$ cat config.mk
export PLATFORM = sky130hd
export DESIGN_NAME = sgch_queue
export DESIGN_NICKNAME = d
export VERILOG_FILES = /design/src/design/sgch_pkg.sv /design/src/design/sgch_queue.sv
export SDC_FILE = /design/constraint.sdc
export NUM_CORES = 1
export LEC_CHECK = 0
export ABC_AREA = 1
export BUFFER_PORTS_ARGS = -buffer_cell sky130_fd_sc_hd__buf_2
export CAP_MARGIN = 20
export CORE_MARGIN = 10
export CORE_UTILIZATION = 46
export DETAILED_ROUTE_END_ITERATION = 8
export PLACE_DENSITY_LB_ADDON = 0.1
export SETUP_SLACK_MARGIN = 0.4
export SYNTH_ARGS = -nofsm -noshare
export SYNTH_HDL_FRONTEND = slang
export SYNTH_SLANG_ARGS = --single-unit
$ cat constraint.sdc
create_clock -name clk_i -period 5.57 [get_ports clk_i]
set_input_delay 0.2785 -clock clk_i [delete_from_list [all_inputs] [get_ports clk_i]]
set_output_delay 0.2785 -clock clk_i [all_outputs]
set_load 0.01 [all_outputs]
$ cat src/design/sgch_pkg.sv
// ============================================================================
// sgch_pkg: shared types, constants and helpers
// Field widths, register indexes, action codes and the channel quantizer used
// by the superpixel gradient and colour histogram block.
// ============================================================================
package sgch_pkg;

  // Default sizing, handed to the top level as parameter defaults.
  localparam int NUM_SUPERPIXELS_DEF = 1024;
  localparam int ORIENT_BINS_DEF     = 8;
  localparam int COLOR_LEVELS_DEF    = 4;
  localparam int MAX_PIXELS_DEF      = 1024;

  // Field widths.
  localparam int SP_W        = 10;
  localparam int ANGLE_W     = 15;
  localparam int MAG_W       = 17;
  localparam int CH_W        = 8;
  localparam int STEP_W      = 9;
  localparam int SEL_W       = 6;
  localparam int SUM_W       = 27;
  localparam int COUNT_W     = 11;
  localparam int LVL_W       = 2;
  localparam int CBIN_W      = 6;
  localparam int ADDR_W      = 16;
  localparam int ACW         = SP_W + 7;
  localparam int CFG_IDX_W   = 3;
  localparam int CFG_DATA_W  = 15;
  localparam int IN_TDATA_W  = 72;
  localparam int OUT_TDATA_W = 32;
  localparam int QUEUE_DEPTH = 4;

  localparam logic [SUM_W-1:0] SUM_MAX = '1;

  // Register indexes on the configuration channel.
  localparam logic [CFG_IDX_W-1:0] REG_ANGLE_STEP = 3'd0;
  localparam logic [CFG_IDX_W-1:0] REG_BLUE_MIN   = 3'd1;
  localparam logic [CFG_IDX_W-1:0] REG_GREEN_MIN  = 3'd2;
  localparam logic [CFG_IDX_W-1:0] REG_RED_MIN    = 3'd3;
  localparam logic [CFG_IDX_W-1:0] REG_BLUE_STEP  = 3'd4;
  localparam logic [CFG_IDX_W-1:0] REG_GREEN_STEP = 3'd5;
  localparam logic [CFG_IDX_W-1:0] REG_RED_STEP   = 3'd6;

  typedef enum logic [1:0] {
    ACT_CLEAR       = 2'd0,
    ACT_ACCUM       = 2'd1,
    ACT_READ_ORIENT = 2'd2,
    ACT_READ_COLOR  = 2'd3
  } action_e;

  typedef struct packed {
    logic [ANGLE_W-1:0] angle_step;
    logic [CH_W-1:0]    blue_min;
    logic [CH_W-1:0]    green_min;
    logic [CH_W-1:0]    red_min;
    logic [STEP_W-1:0]  blue_step;
    logic [STEP_W-1:0]  green_step;
    logic [STEP_W-1:0]  red_step;
  } cfg_t;

  // One classified command, as passed from the front end to the back end.
  typedef struct packed {
    action_e           kind;
    logic              read_zero;
    logic [ADDR_W-1:0] oaddr;
    logic [ADDR_W-1:0] caddr;
    logic [MAG_W-1:0]  mag;
  } cmd_t;

  typedef struct packed {
    logic full;
    logic empty;
  } queue_status_t;

  typedef struct packed {
    logic pop;
    logic read_land;
  } back_status_t;

  // Channel bin: ceil((v - lo) / step) clamped to levels-1, zero when v <= lo.
  // The bin is at least k exactly when (v - lo) exceeds (k-1) steps.
  function automatic logic [LVL_W-1:0] quant_channel(input logic [CH_W-1:0]   v,
                                                     input logic [CH_W-1:0]   lo,
                                                     input logic [STEP_W-1:0] step,
                                                     input int                levels);
    logic [STEP_W-1:0] s;
    logic [STEP_W:0]   s2;
    logic [CH_W-1:0]   d;
    logic [LVL_W-1:0]  q;
    s  = (step == '0) ? STEP_W'(1) : step;
    s2 = {s, 1'b0};
    d  = (v > lo) ? CH_W'(v - lo) : '0;
    q  = '0;
    if ((d != '0) && (levels > 1)) q = LVL_W'(1);
    if ((STEP_W'(d) > s) && (levels > 2)) q = LVL_W'(2);
    if (((STEP_W + 1)'(d) > s2) && (levels > 3)) q = LVL_W'(3);
    return q;
  endfunction

endpackage

$ cat src/design/sgch_queue.sv
// ============================================================================
// sgch_queue: command queue between front and back end
// A small FIFO of classified commands so that either side can stall alone.
// ============================================================================
module sgch_queue #(
  parameter int DEPTH = 4
) (
  input  logic                    clk_i,
  input  logic                    rst_ni,
  input  logic                    push_i,
  input  sgch_pkg::cmd_t          cmd_i,
  input  logic                    pop_i,
  output sgch_pkg::cmd_t          cmd_o,
  output sgch_pkg::queue_status_t status_o
);
  import sgch_pkg::*;

  localparam int PW = (DEPTH > 1) ? $clog2(DEPTH) : 1;
  localparam int CW = $clog2(DEPTH + 1);

  cmd_t          entries_q [DEPTH];
  logic [PW-1:0] wptr_q, rptr_q;
  logic [CW-1:0] count_q;

  function automatic logic [PW-1:0] next_ptr(input logic [PW-1:0] p);
    return (p == PW'(DEPTH - 1)) ? '0 : PW'(p + PW'(1));
  endfunction

  always_ff @(posedge clk_i) begin
    if (push_i) entries_q[wptr_q] <= cmd_i;
  end

  always_ff @(posedge clk_i or negedge rst_ni) begin
    if (!rst_ni) begin
      wptr_q  <= '0;
      rptr_q  <= '0;
      count_q <= '0;
    end else begin
      if (push_i) wptr_q <= next_ptr(wptr_q);
      if (pop_i)  rptr_q <= next_ptr(rptr_q);
      if (push_i && !pop_i) begin
        count_q <= count_q + CW'(1);
      end else if (pop_i && !push_i) begin
        count_q <= count_q - CW'(1);
      end
    end
  end

  assign cmd_o          = entries_q[rptr_q];
  assign status_o.full  = (count_q == CW'(DEPTH));
  assign status_o.empty = (count_q == '0);

endmodule

==> impl_metrics.ini <==
[critical_path]
crit_fanout = 54
crit_family = buffers and inverters
cp_num_buf_inv = 4
path_cells = buf_4, inv_2, buf_4, o211ai_1, nand2_1, buf_2
critical_path.slowest_cell = inv_2
worstSetupEndpointType = primary output
arrival_ns = 2.65
required_ns = 5.29
cp_common_cell = buf_4
crit_type = reg2out
r2r_slack_ns = 3.54
cp-start-kind = flip-flop
critPathMaxStageDelay_ns = 0.55

[power_and_ir_drop]
ir_worst_vdd_uv = 263
p_leak_nw = 4.31
power-per-cell-area_mw_per_mm2 = 483

[logic_synthesis]
ys_ff_latch = 215
syn_inst = 659
synth_warnings = 0
synth_cell_types = 19
synth_fa_ha_area_frac = 0.0110
synth_fp_nets = 722
synth_top_family_by_area = compound AO/OA/AOI/OAI gates
seq_area_frac_synth = 0.741
synth-xor-area-share = 0.00101
mappedNetlistArea_mm2 = 0.00866
synth_compound_area_frac = 0.0976
synth_mux_area_frac = 0
avgSynthCellArea_um2 = 13.1
synth-simple-area-share = 0.0774

[sta]
setup_viol = 0
report.final.slew_viol_count = 0
max_slew_margin = 0.508
setup_tns_ns = 0
fmax_mhz = 341
hold_violations = 0
rsz0062_at_grt = no
timing.final.crit_period_ns = 2.93
worst_slew_pin_slew_ns = 0.738
fin_worst_skew_ns = 0.00696
final.period_utilization = 0.526

[layout]
insertedDiodeCount = 0
final-instance-count-excl-fill = 1058
syn2layout_area_growth_pct = 20.9
final_nets = 871
drive_above_1_share = 0.200

[clocking]
h-tree-depth = 1
cts_tree = yes
numCtsBuffers = 23
cts.sink_count = 215
clock_latency_ns = 0.49
cts_setup_buffers = 0
cts_buffer_depth = 3
cts_resized = 0
clkTransAtPathRegs_ns = 0.06
cts-root-buf = clkbuf_16

[grt]
grt_pass1_vias = 5202
grt_max_degree = 159
grt_pass1_wl_mm = 27.1
track_usage = 0.139
antenna_found_initial = 0
grt-ovfl-total = 0

[detailed_routing]
wl_met3_um = 863
met1_length_mm = 7.38
dr.pass1.iters = 4
viasPerCell = 4.85
routed-via-count = 5128
routed.top_layer = met4
met2_length_mm = 8.69
drt_wl_total_mm = 17.2
drtIter0Drc = 233
final_antenna_net_count = 0
drc = 0
wire_per_inst_um = 16.3

[status]
status = finished clean

[hold_path]
hold_class = in2reg

[floorplan]
io_pins = 110
dieArea_mm2 = 0.0247
start_util = 0.465
die_w_um = 157
coreArea_mm2 = 0.0186
rows = 50
die_y_um = 157

[placed_design]
gp_congestion = 0.717
dp_hpwl_mm = 10.1
numPortBuffers = 109
dp.cells = 975

[flow_run]
max-cap-violations = 0
-- metal layers --
layer | vias up | global-route usage
li1 | 2592 | -
met1 | 2405 | 0.167
met2 | 104 | 0.247
met3 | 27 | 0.0322
met4 | 0 | 0.0365
met5 | - | 0
-- stage by stage --
stage / setup slack [ns] / hold slack (ns) / util / power (mW) / instance area, um^2
3_5_place_dp: 3.01 / 0.124 / 0.503 / 3.77 / 9380
5_1_grt: 2.40 / 0.000985 / 0.562 / 5.40 / 10500
3_3_place_gp: 3.06 / 0.120 / 0.503 / 3.73 / 9380
2_1_floorplan: 3.49 / -0.0171 / - / 3.20 / 8660
6_report: 2.64 / 0.0211 / 0.562 / 5.06 / 10500
4_1_cts: 2.47 / 0.00120 / 0.560 / 5.14 / 10400
-- layout by cell type, fill, tap and decap left out, types with 3 or more instances in the layout --
cell / instances
edfxtp_1: 208
nand2_1: 171
inv_1: 111
buf_2: 109
o211ai_1: 95
dlygate4sd3_1: 41
clkbuf_16: 23
o211ai_2: 9
clkinv_2: 8
buf_4: 7
ha_1: 6
dfrtp_1: 6
inv_2: 5
clkinv_1: 5
clkbuf_1: 4
o21ai_0: 3
-- layout make-up --
type | instances | area [um^2]
Inverter | 117 | 444
Multi-Input combinational cell | 293 | 1620
Sequential cell | 215 | 6420
Clock inverter | 14 | 67.6
Clock buffer | 27 | 591
Timing Repair Buffer | 158 | 1040
Fill cell | 1498 | 8170
Tap cell | 234 | 293
-- worst register-to-register path, stage by stage (launching register included) --
cell	delay, ns
dfrtp_2	0.33
buf_4	0.55
inv_2	0.48
buf_4	0.39
o21ai_0	0.19
-- synthesized netlist by cell type --
master | n | area (um^2)
edfxtp_1 | 208 | 6250
nand2_1 | 171 | 642
inv_1 | 115 | 432
o211ai_1 | 95 | 713
buf_2 | 26 | 130
o211ai_2 | 9 | 113
dfrtp_1 | 7 | 175
ha_1 | 6 | 75.1
clkbuf_1 | 5 | 18.8
buf_6 | 3 | 33.8
o21ai_0 | 3 | 15.0
inv_2 | 2 | 7.51
nor2_1 | 2 | 7.51
nor3_1 | 2 | 10.0
fa_1 | 1 | 20.0
nand3_1 | 1 | 5.00
nand4_1 | 1 | 6.26
o21ai_1 | 1 | 5.00
xnor2_1 | 1 | 8.76
-- cells by family after synthesis --
family | count (synthesis)
fa+ha+maj | 7
simple gates | 177
xor+xnor | 1
buf+inv | 151
compound gates | 108
flops | 215
-- state kept, by name, indices dropped and copies added (netlist names) --
| register | cells |
|---|---|
| entries_q | 208 |
| count_q | 3 |
| rptr_q | 2 |
| wptr_q | 2 |
-- report_power, final --
group	internal, mW	total, mW	switching (mW)
Clock	0.756	1.34	0.579
Sequential	2.08	2.15	0.0733
Combinational	0.531	1.58	1.05
-- worst paths after layout --
| kind | to | cells past startpoint | start |
|---|---|---|---|
| setup / recovery | cmd_o[21] | 6 | rptr_q[1]$_DFFE_PN0P_ |
| hold / removal | entries_q[0][34]$_DFFE_PP_ | 1 | cmd_i[34] |
| setup reg to reg | rptr_q[1]$_DFFE_PN0P_ | 4 | rptr_q[1]$_DFFE_PN0P_ |
| hold reg to reg | count_q[2]$_DFFE_PN0P_ | 2 | count_q[2]$_DFFE_PN0P_ |
| max in group asynchronous | rptr_q[1]$_DFFE_PN0P_ | 2 | rst_ni |
| min in group asynchronous | count_q[0]$_DFFE_PN0P_ | 2 | rst_ni |
-- timing repair --
action	CTS	global route
hold buffers	41	0
setup endpoints to repair	0	0
hold endpoints to repair	155	0
Note: power is estimated with default switching activity, not from simulation.
