$ cat src/design/sgch_pkg.sv
// ============================================================================
// sgch_pkg: shared types, constants and helpers
// Field widths, register indexes, action codes and the channel quantizer used
// by the superpixel gradient and colour histogram block.
// ============================================================================
package sgch_pkg;

  // Default sizing, handed to the top level as parameter defaults.
  localparam int NUM_SUPERPIXELS_DEF = 1024;
  localparam int ORIENT_BINS_DEF     = 8;
  localparam int COLOR_LEVELS_DEF    = 4;
  localparam int MAX_PIXELS_DEF      = 1024;

  // Field widths.
  localparam int SP_W        = 10;
  localparam int ANGLE_W     = 15;
  localparam int MAG_W       = 17;
  localparam int CH_W        = 8;
  localparam int STEP_W      = 9;
  localparam int SEL_W       = 6;
  localparam int SUM_W       = 27;
  localparam int COUNT_W     = 11;
  localparam int LVL_W       = 2;
  localparam int CBIN_W      = 6;
  localparam int ADDR_W      = 16;
  localparam int ACW         = SP_W + 7;
  localparam int CFG_IDX_W   = 3;
  localparam int CFG_DATA_W  = 15;
  localparam int IN_TDATA_W  = 72;
  localparam int OUT_TDATA_W = 32;
  localparam int QUEUE_DEPTH = 4;

  localparam logic [SUM_W-1:0] SUM_MAX = '1;

  // Register indexes on the configuration channel.
  localparam logic [CFG_IDX_W-1:0] REG_ANGLE_STEP = 3'd0;
  localparam logic [CFG_IDX_W-1:0] REG_BLUE_MIN   = 3'd1;
  localparam logic [CFG_IDX_W-1:0] REG_GREEN_MIN  = 3'd2;
  localparam logic [CFG_IDX_W-1:0] REG_RED_MIN    = 3'd3;
  localparam logic [CFG_IDX_W-1:0] REG_BLUE_STEP  = 3'd4;
  localparam logic [CFG_IDX_W-1:0] REG_GREEN_STEP = 3'd5;
  localparam logic [CFG_IDX_W-1:0] REG_RED_STEP   = 3'd6;

  typedef enum logic [1:0] {
    ACT_CLEAR       = 2'd0,
    ACT_ACCUM       = 2'd1,
    ACT_READ_ORIENT = 2'd2,
    ACT_READ_COLOR  = 2'd3
  } action_e;

  typedef struct packed {
    logic [ANGLE_W-1:0] angle_step;
    logic [CH_W-1:0]    blue_min;
    logic [CH_W-1:0]    green_min;
    logic [CH_W-1:0]    red_min;
    logic [STEP_W-1:0]  blue_step;
    logic [STEP_W-1:0]  green_step;
    logic [STEP_W-1:0]  red_step;
  } cfg_t;

  // One classified command, as passed from the front end to the back end.
  typedef struct packed {
    action_e           kind;
    logic              read_zero;
    logic [ADDR_W-1:0] oaddr;
    logic [ADDR_W-1:0] caddr;
    logic [MAG_W-1:0]  mag;
  } cmd_t;

  typedef struct packed {
    logic full;
    logic empty;
  } queue_status_t;

  typedef struct packed {
    logic pop;
    logic read_land;
  } back_status_t;

  // Channel bin: ceil((v - lo) / step) clamped to levels-1, zero when v <= lo.
  // The bin is at least k exactly when (v - lo) exceeds (k-1) steps.
  function automatic logic [LVL_W-1:0] quant_channel(input logic [CH_W-1:0]   v,
                                                     input logic [CH_W-1:0]   lo,
                                                     input logic [STEP_W-1:0] step,
                                                     input int                levels);
    logic [STEP_W-1:0] s;
    logic [STEP_W:0]   s2;
    logic [CH_W-1:0]   d;
    logic [LVL_W-1:0]  q;
    s  = (step == '0) ? STEP_W'(1) : step;
    s2 = {s, 1'b0};
    d  = (v > lo) ? CH_W'(v - lo) : '0;
    q  = '0;
    if ((d != '0) && (levels > 1)) q = LVL_W'(1);
    if ((STEP_W'(d) > s) && (levels > 2)) q = LVL_W'(2);
    if (((STEP_W + 1)'(d) > s2) && (levels > 3)) q = LVL_W'(3);
    return q;
  endfunction

endpackage

$ cat src/design/sgch_front.sv
// ============================================================================
// sgch_front: item acceptance and classification
// Takes one item, finds its orientation bin with a short restoring divider,
// quantizes the colour, forms the histogram addresses and queues a command.
// ============================================================================
module sgch_front #(
  parameter int NUM_SUPERPIXELS = 1024,
  parameter int ORIENT_BINS     = 8,
  parameter int COLOR_LEVELS    = 4
) (
  input  logic                         clk_i,
  input  logic                         rst_ni,
  input  sgch_pkg::cfg_t               cfg_i,
  input  logic                         in_valid_i,
  output logic                         in_ready_o,
  input  sgch_pkg::action_e            action_i,
  input  logic [sgch_pkg::SP_W-1:0]    superpixel_i,
  input  logic [sgch_pkg::ANGLE_W-1:0] angle_i,
  input  logic [sgch_pkg::MAG_W-1:0]   magnitude_i,
  input  logic [sgch_pkg::CH_W-1:0]    blue_i,
  input  logic [sgch_pkg::CH_W-1:0]    green_i,
  input  logic [sgch_pkg::CH_W-1:0]    red_i,
  input  logic [sgch_pkg::SEL_W-1:0]   bin_select_i,
  input  logic                         queue_full_i,
  output logic                         push_o,
  output sgch_pkg::cmd_t               cmd_o
);
  import sgch_pkg::*;

  localparam int OBW        = (ORIENT_BINS > 1) ? $clog2(ORIENT_BINS) : 1;
  localparam int CW         = (OBW > 1) ? $clog2(OBW) : 1;
  localparam int DIV_W      = ANGLE_W + OBW;
  localparam int COLOR_BINS = COLOR_LEVELS * COLOR_LEVELS * COLOR_LEVELS;
  localparam logic [SP_W:0] SP_LIM = (NUM_SUPERPIXELS >= 2 ** SP_W) ?
                                     (SP_W + 1)'(2 ** SP_W) : (SP_W + 1)'(NUM_SUPERPIXELS);
  localparam logic [OBW-1:0]    OB_LAST = OBW'(ORIENT_BINS - 1);
  localparam logic [CBIN_W-1:0] L1      = CBIN_W'(COLOR_LEVELS);
  localparam logic [CBIN_W-1:0] L2      = CBIN_W'(COLOR_LEVELS * COLOR_LEVELS);

  typedef enum logic [2:0] {
    F_IDLE = 3'b001,
    F_DIV  = 3'b010,
    F_PUSH = 3'b100
  } fstate_e;

  fstate_e            state_q, state_d;
  action_e            action_q;
  logic [SP_W-1:0]    sp_q;
  logic               sp_ok_q;
  logic [MAG_W-1:0]   mag_q;
  logic [CH_W-1:0]    blue_q, green_q, red_q;
  logic [SEL_W-1:0]   sel_q;
  logic               over_q;
  logic [ANGLE_W-1:0] rem_q;
  logic [DIV_W-1:0]   div_q;
  logic [OBW-1:0]     quo_q;
  logic [CW-1:0]      cnt_q;

  logic [ANGLE_W-1:0] step_eff;
  logic               accept, sp_ok_in, ge;
  logic [OBW-1:0]     ob;
  logic [CBIN_W-1:0]  cb;
  logic [SEL_W-1:0]   ooff;
  logic [CBIN_W-1:0]  coff;

  assign step_eff   = (cfg_i.angle_step == '0) ? ANGLE_W'(1) : cfg_i.angle_step;
  assign in_ready_o = (state_q == F_IDLE);
  assign accept     = in_valid_i & in_ready_o;
  assign sp_ok_in   = ({1'b0, superpixel_i} < SP_LIM);
  assign ge         = (DIV_W'(rem_q) >= div_q);
  assign push_o     = (state_q == F_PUSH) && !queue_full_i;

  always_comb begin
    state_d = state_q;
    unique case (state_q)
      F_IDLE: begin
        if (accept) begin
          if (((action_i == ACT_CLEAR) || (action_i == ACT_ACCUM)) && !sp_ok_in) begin
            state_d = F_IDLE;
          end else if (action_i == ACT_ACCUM) begin
            state_d = F_DIV;
          end else begin
            state_d = F_PUSH;
          end
        end
      end
      F_DIV: begin
        if (cnt_q == '0) state_d = F_PUSH;
      end
      F_PUSH: begin
        if (push_o) state_d = F_IDLE;
      end
      default: state_d = F_IDLE;
    endcase
  end

  always_ff @(posedge clk_i or negedge rst_ni) begin
    if (!rst_ni) begin
      state_q <= F_IDLE;
    end else begin
      state_q <= state_d;
    end
  end

  // Item registers and divider datapath.
  always_ff @(posedge clk_i) begin
    if (accept) begin
      action_q <= action_i;
      sp_q     <= superpixel_i;
      sp_ok_q  <= sp_ok_in;
      mag_q    <= magnitude_i;
      blue_q   <= blue_i;
      green_q  <= green_i;
      red_q    <= red_i;
      sel_q    <= bin_select_i;
      rem_q    <= angle_i;
      div_q    <= DIV_W'(step_eff) << (OBW - 1);
      quo_q    <= '0;
      cnt_q    <= CW'(OBW - 1);
      over_q   <= (DIV_W'(angle_i) >= (DIV_W'(step_eff) << OBW));
    end else if (state_q == F_DIV) begin
      if (ge) rem_q <= rem_q - ANGLE_W'(div_q);
      quo_q <= OBW'({quo_q, ge});
      div_q <= div_q >> 1;
      cnt_q <= cnt_q - CW'(1);
    end
  end

  assign ob = (over_q || (quo_q > OB_LAST)) ? OB_LAST : quo_q;
  assign cb = CBIN_W'(quant_channel(blue_q, cfg_i.blue_min, cfg_i.blue_step, COLOR_LEVELS))
            + L1 * CBIN_W'(quant_channel(green_q, cfg_i.green_min, cfg_i.green_step,
                                         COLOR_LEVELS))
            + L2 * CBIN_W'(quant_channel(red_q, cfg_i.red_min, cfg_i.red_step, COLOR_LEVELS));

  always_comb begin
    ooff = '0;
    coff = '0;
    case (action_q)
      ACT_ACCUM: begin
        ooff = SEL_W'(ob);
        coff = cb;
      end
      ACT_READ_ORIENT: ooff = sel_q;
      ACT_READ_COLOR:  coff = CBIN_W'(sel_q);
      default: ;
    endcase
  end

  always_comb begin
    cmd_o.kind  = action_q;
    cmd_o.mag   = mag_q;
    cmd_o.oaddr = ADDR_W'(ACW'(sp_q) * ACW'(ORIENT_BINS) + ACW'(ooff));
    cmd_o.caddr = ADDR_W'(ACW'(sp_q) * ACW'(COLOR_BINS) + ACW'(coff));
    case (action_q)
      ACT_READ_ORIENT: cmd_o.read_zero = !sp_ok_q || (8'(sel_q) >= 8'(ORIENT_BINS));
      ACT_READ_COLOR:  cmd_o.read_zero = !sp_ok_q || (8'(sel_q) >= 8'(COLOR_BINS));
      default:         cmd_o.read_zero = 1'b0;
    endcase
  end

endmodule

$ cat config.mk
export PLATFORM = sky130hd
export DESIGN_NAME = sgch_front
export DESIGN_NICKNAME = d
export VERILOG_FILES = /design/src/design/sgch_pkg.sv /design/src/design/sgch_front.sv
export SDC_FILE = /design/constraint.sdc
export NUM_CORES = 1
export LEC_CHECK = 0
export BUFFER_PORTS_ARGS = -buffer_cell sky130_fd_sc_hd__buf_2
export CORE_AREA = 3 3 106 133
export DETAILED_ROUTE_END_ITERATION = 12
export DIE_AREA = 0 0 109 136
export PLACE_DENSITY = 0.89
export SYNTH_ARGS = -nofsm -noshare
export SYNTH_HDL_FRONTEND = slang
export SYNTH_SLANG_ARGS = --single-unit
$ cat constraint.sdc
create_clock -name clk_i -period 6.4 [get_ports clk_i]
set_input_delay 0.32 -clock clk_i [delete_from_list [all_inputs] [get_ports clk_i]]
set_output_delay 0.32 -clock clk_i [all_outputs]
set_load 0.05 [all_outputs]
==> results.json, run 1 <==
{
  "ys_types": 74,
  "synthCells": 776,
  "power_density_mw_per_mm2": 412,
  "top_layer": "met4",
  "diodes": 0,
  "dp_slack_ns": 2.35,
  "required_ns": 6.08,
  "cts_sinks": 100,
  "fin_area_sq_mm": 0.00891,
  "start_util": 0.581,
  "first_global_vias": 6612,
  "clk_latency_ns": 0.34,
  "routed_wl_microns": 18800,
  "wl_per_cell_microns": 16.4,
  "ir_drop_mv": 0.256,
  "die_w_microns": 109,
  "status": "finished clean",
  "ys_seq_area_frac": 0.391,
  "layout_common_cells": "195 x buf_2, 100 x ha_1, 99 x inv_1",
  "numCtsBuffers": 9,
  "drtIter0Drc": 467,
  "netlist_area_sq_mm": 0.00746,
  "yosysWarnings": 0,
  "routed-wl-met3_microns": 1020,
  "die_h_microns": 136,
  "crit_slowest_cell": "fa_1",
  "max_freq_mhz": 225,
  "crit_family": "compound AO/OA/AOI/OAI gates",
  "io_buffers": 195,
  "dp_hpwl_microns": 15100,
  "final.setup.tns_ns": 0,
  "cts_root_buffer": "clkbuf_16",
  "gp_congestion": 0.920,
  "skew_ns": 0.00911,
  "setup_violations": 0,
  "vias_per_cell": 5.68,
  "final_net_count": 1224,
  "clockBufferDepth": 2,
  "fp-row-count": 46,
  "synth_edf_count": 90,
  "htreeDepth": 3,
  "hold_violations": 0,
  "min_period_over_period": 0.694,
  "rsz0062_at_grt": "no",
  "ys_async_sr_fraction": 0.0300,
  "drive_gt1_frac": 0.234,
  "ant_nets": 0,
  "total_power_mw": 3.67,
  "cts_setup_buffers": 0,
  "m1WireLength_microns": 7250,
  "worstSetupStartpointType": "flop",
  "dr.pass1.iters": 5,
  "path_buf_inv": 2,
  "endpoint_kind": "output port",
  "grt_max_degree": 58,
  "core_sq_mm": 0.0128,
  "io_pins": 198,
  "crit_type": "flop to output port",
  "post-route-min-period_ns": 4.44,
  "fin_ws_ns": 1.96,
  "synthFlopType": "edfxtp_1",
  "tightest_slew_ns": 1.19,
  "cts_tree": "built",
  "antenna_found_initial": 0,
  "synth_seq_cells": 100,
  "area_growth_pct": 19.5,
  "postPlaceCellArea_sq_mm": 0.00862,
  "drv_cap": 0,
  "avgSynthCellArea_sq_um": 9.61,
  "timing.critical_path.mode_cell": "a21oi_1",
  "cellLeakagePower_nw": 4.21,
  "die_area_sq_mm": 0.0148,
  "hold_path.class": "primary input to flop",
  "layout_commonest_cell": "buf_2",
  "max_stage_delay_ns": 0.40,
  "grt_usage": 0.251,
  "wl_met2_microns": 10000,
  "route.detailed.drc": 0,
  "drv_slew": 0,
  "worstPathCellList": "inv_1, ha_1, fa_1, and2b_1, o21ai_1, a21oi_1, nor2_1, or2_1, nor2_1, ha_1, o21a_1, o21ai_0, a21oi_1, nor4b_1, a21oi_1, o311ai_1, buf_2",
  "critPathMaxFanout": 6,
  "crit_arrival_ns": 4.12,
  "vias": 6520,
  "grt.overflow.total": 0,
  "finalNonFillerCells": 1148,
  "grt_pass1_wl_microns": 29800,
  "place_inst": 1131,
  "path_clk_slew_ns": 0.08,
  "relSlewSlack": 0.206
}
==> path summary, 6_finish.rpt <==
path | start | end | slack (ns) | cells after the start
worst min register to register | quo_q[2] | quo_q[2] | 0.46 | 2
max in group asynchronous | rst_ni | state_q[0] | 5.87 | 2
min in group asynchronous | rst_ni | state_q[2] | 0.34 | 2
worst max register to register | rem_q[4] | rem_q[12] | 3.20 | 8
worst min-delay path | magnitude_i[2] | mag_q[2] | 0.15 | 1
worst max-delay path | red_q[0] | cmd_o[21] | 1.96 | 17
==> sequential cells by signal (all words and copies together), names as in the netlist, 6 cells and up <==
register  cells
mag_q        17
blue_q        8
div_q        17
red_q         8
sp_q         10
green_q       8
rem_q        15
sel_q         6
==> final cells by class <==
cell class / count / area (sq um)
flip-flops and latches: 100 / 2920
well taps: 168 / 210
clock buffers: 9 / 225
fillers: 1030 / 3930
inverters: 101 / 379
repair buffers: 199 / 1010
multi-input cells: 564 / 4110
clock inverters: 7 / 57.6
==> stage by stage <==
| step | utilization | hold WS, ns |
|---|---|---|
| after floorplan | - | 0.0244 |
| after global placement | 0.671 | 0.116 |
| after detailed placement | 0.671 | 0.119 |
| after CTS | 0.694 | 0.137 |
| after global routing | 0.694 | 0.139 |
| final | 0.694 | 0.148 |
==> report_power, final <==
group	internal (mW)	total, mW	switching [mW]
Clock	0.270	0.521	0.251
Combinational	0.744	2.07	1.32
Sequential	1.00	1.08	0.0834
Total	2.01	3.67	1.66
==> Yosys cell counts, types with 5 or more instances <==
cell type    n  area share
xnor2_1     25       0.029
a21o_1      15       0.015
o21ai_0     18       0.012
nor4_1       6      0.0050
dfxtp_1      7       0.019
a21oi_1     53       0.036
fa_1         5       0.013
nand2_1     53       0.027
edfxtp_1    90        0.36
and3_1       6      0.0050
o211ai_1     6      0.0060
nor2b_1     12       0.010
nor2_1      69       0.035
a211oi_1     5      0.0050
o21ai_1     15       0.010
nand2b_1    12       0.010
ha_1       100        0.17
nand3_1     11      0.0074
o21a_1      11       0.011
o22ai_1     13       0.011
or2_1        5      0.0042
inv_1       99       0.050
clkbuf_1     9      0.0045
xor2_1      13       0.015
nor3_1      16       0.011
nand4_1     18       0.015
==> logic make-up after synthesis <==
family          Yosys count  share of synthesized area
other cells               1                   0.000503
buf+inv                 113                     0.0579
compound gates          180                      0.162
fa+ha+maj               105                      0.181
simple gates            239                      0.163
xor+xnor                 38                     0.0446
flops                   100                      0.391
==> timing repair <==
item,4_1_cts,5_1_grt
resized for setup,0,0
endpoints found under the hold margin,3,0
hold buffers,1,0
==> routing by layer <==
metal,vias up,global-route usage
li1,3222,-
met1,3009,0.282
met2,237,0.470
met3,52,0.0394
met4,0,0.0954
met5,-,0
No activity file was read; power rests on OpenSTA's default activity.
==> run 2: changes to the inputs <==
CORE_AREA = 3 3 115 144   (was 3 3 106 133)
DIE_AREA = 0 0 118 147   (was 0 0 109 136)
PLACE_DENSITY = 0.81   (was 0.89)
clock period = 4.08 ns   (was 6.4 ns; I/O delays follow)
==> results.json, run 2 (synthesis gave the netlist of run 1 again) <==
{
  "status": "finished clean",
  "numCtsBuffers": 9,
  "route.detailed.drc": 0,
  "power_density_mw_per_mm2": 639,
  "min_period_over_period": 0.999,
  "drive_gt1_frac": 0.275,
  "drtIter0Drc": 361,
  "setup_violations": 0,
  "cts_root_buffer": "clkbuf_16",
  "worst-path-stages": 18,
  "multiInputGateArea_sq_mm": 0.00430,
  "io_pins": 198,
  "cts_sinks": 100,
  "clockBufferDepth": 2,
  "htreeDepth": 3,
  "path_clk_slew_ns": 0.08,
  "regArea_sq_mm": 0.00292,
  "endpoint_kind": "output port",
  "first_global_vias": 6405,
  "relSlewSlack": 0.498,
  "worstSetupStartpointType": "flop",
  "worstPathCellList": "inv_2, ha_4, fa_2, and2b_1, o21ai_2, a21oi_2, nor2_2, or3_4, inv_2, ha_4, nor2b_1, o21a_1, o21ai_2, a21oi_2, nor4b_2, a21oi_1, o311ai_2, buf_6",
  "max_freq_mhz": 245,
  "critPathCapture": "cmd_o[21]",
  "cellLeakagePower_nw": 4.31,
  "critPathMaxFanout": 3,
  "dp_hpwl_microns": 15400,
  "skew_ns": 0.00907,
  "crit_start": "red_q[0]",
  "post-route-min-period_ns": 4.07,
  "crit_slowest_cell": "or3_4",
  "grt.overflow.total": 0,
  "biggestRegsByFlops": "div_q (17), mag_q (17), rem_q (15)",
  "vias": 6576,
  "crit_arrival_ns": 3.87,
  "drv_slew": 0,
  "worstReg2RegStart": "div_q[4]",
  "grt_usage": 0.216,
  "routed_wl_microns": 19600,
  "layout_commonest_cell": "buf_2",
  "layout_common_cells": "191 x buf_2, 97 x inv_1, 95 x ha_1",
  "die_w_microns": 118,
  "crit_type": "flop to output port",
  "drv_cap": 0,
  "dr.pass1.iters": 5,
  "required_ns": 3.88,
  "grt_pass1_wl_microns": 30500,
  "total_power_mw": 5.95,
  "final_net_count": 1237,
  "wl_per_cell_microns": 16.3,
  "ir_drop_mv": 0.349,
  "antenna_found_initial": 3,
  "hold_path.class": "primary input to flop",
  "vias_per_cell": 5.47,
  "gp_congestion": 0.992,
  "start_util": 0.491,
  "ant_nets": 0,
  "fp-row-count": 50,
  "use_met2": 0.400,
  "clk_latency_ns": 0.36,
  "final.setup.tns_ns": 0,
  "area_growth_pct": 24.8,
  "final_util": 0.612,
  "holdWs_ns": 0.0149,
  "io_buffers": 195,
  "r2r_cells": 9,
  "r2r_slack_ns": 1.10,
  "die_h_microns": 147,
  "path_buf_inv": 3,
  "gr-max-usage-layer": "met2",
  "max_stage_delay_ns": 0.39,
  "grtUsageMet3": 0.0393,
  "hold_violations": 0,
  "core_sq_mm": 0.0152,
  "rsz0062_at_grt": "yes",
  "tightest_slew_ns": 0.751,
  "grtUsageMet1": 0.242,
  "cts_tree": "built",
  "crit_family": "compound AO/OA/AOI/OAI gates",
  "grt_max_degree": 54,
  "fillCellCount": 1330,
  "die_area_sq_mm": 0.0173,
  "regToRegEndpoint": "rem_q[4]"
}
-- run 2: worst min-delay path by stage --
stage                       endpoint            start  slack (ns)  cells after the start
final                      mag_q[16]  magnitude_i[16]        0.01                      1
after global routing        red_q[0]         red_i[0]     0.00005                      1
after CTS                  blue_q[6]        blue_i[6]       0.002                      1
after detailed placement  state_q[2]           rst_ni       0.005                      1
after global placement    state_q[2]           rst_ni      0.0003                      1
after floorplan           state_q[1]           rst_ni       -0.09                      0
-- run 2: worst register-to-register path, cell delays in order, from the launching register on --
cell and delay (ns):
edfxtp_1 0.38, inv_1 0.08, ha_1 0.28, a21oi_1 0.16, o21ai_1 0.13, or3_1 0.34, o221ai_1 0.29, a21oi_1 0.18
a41oi_1 0.28, nand2_1 0.46
-- run 2: metrics by stage --
stage / cell area (sq um) / setup slack [ns] / instances
finish: 9310 / 0.00548 / 1203
global route: 9310 / -0.156 / 1202
CTS: 9060 / -0.00797 / 1189
detailed placement: 8700 / 0.193 / 1171
global placement: 8700 / 0.287 / 1171
floorplan: 7480 / 0.149 / 777
-- run 2: timing repair --
| action | 4_1_cts | 5_1_grt |
|---|---|---|
| setup endpoints to repair | 3 | 6 |
| hold buffers | 1 | 5 |
| pin swaps | 6 | 21 |
| resized for setup | 14 | 35 |
| buffers inserted | 1 | 7 |
| endpoints found under the hold margin | 3 | 5 |
-- run 2: cell type report --
cell class                      instances  area share
Clock buffer                            9      0.0242
Sequential cell                       100       0.314
Timing Repair Buffer                  212       0.124
Clock inverter                          7     0.00739
Multi-Input combinational cell        564       0.462
Tap cell                              208      0.0280
Inverter                              101      0.0409
Antenna cell                            2    0.000538
-- run 2: power breakdown --
part | internal (mW) | switching, mW
clock | 0.431 | 0.426
sequential | 1.56 | 0.130
combinational | 1.27 | 2.13
total | 3.27 | 2.68
-- run 2: layer usage --
| metal | share of wire | up-vias |
|---|---|---|
| met2 | 0.53 | 219 |
| met5 | 0.00046 | - |
| met3 | 0.047 | 53 |
| li1 | - | 3247 |
| met1 | 0.39 | 3055 |
| met4 | 0.030 | 2 |
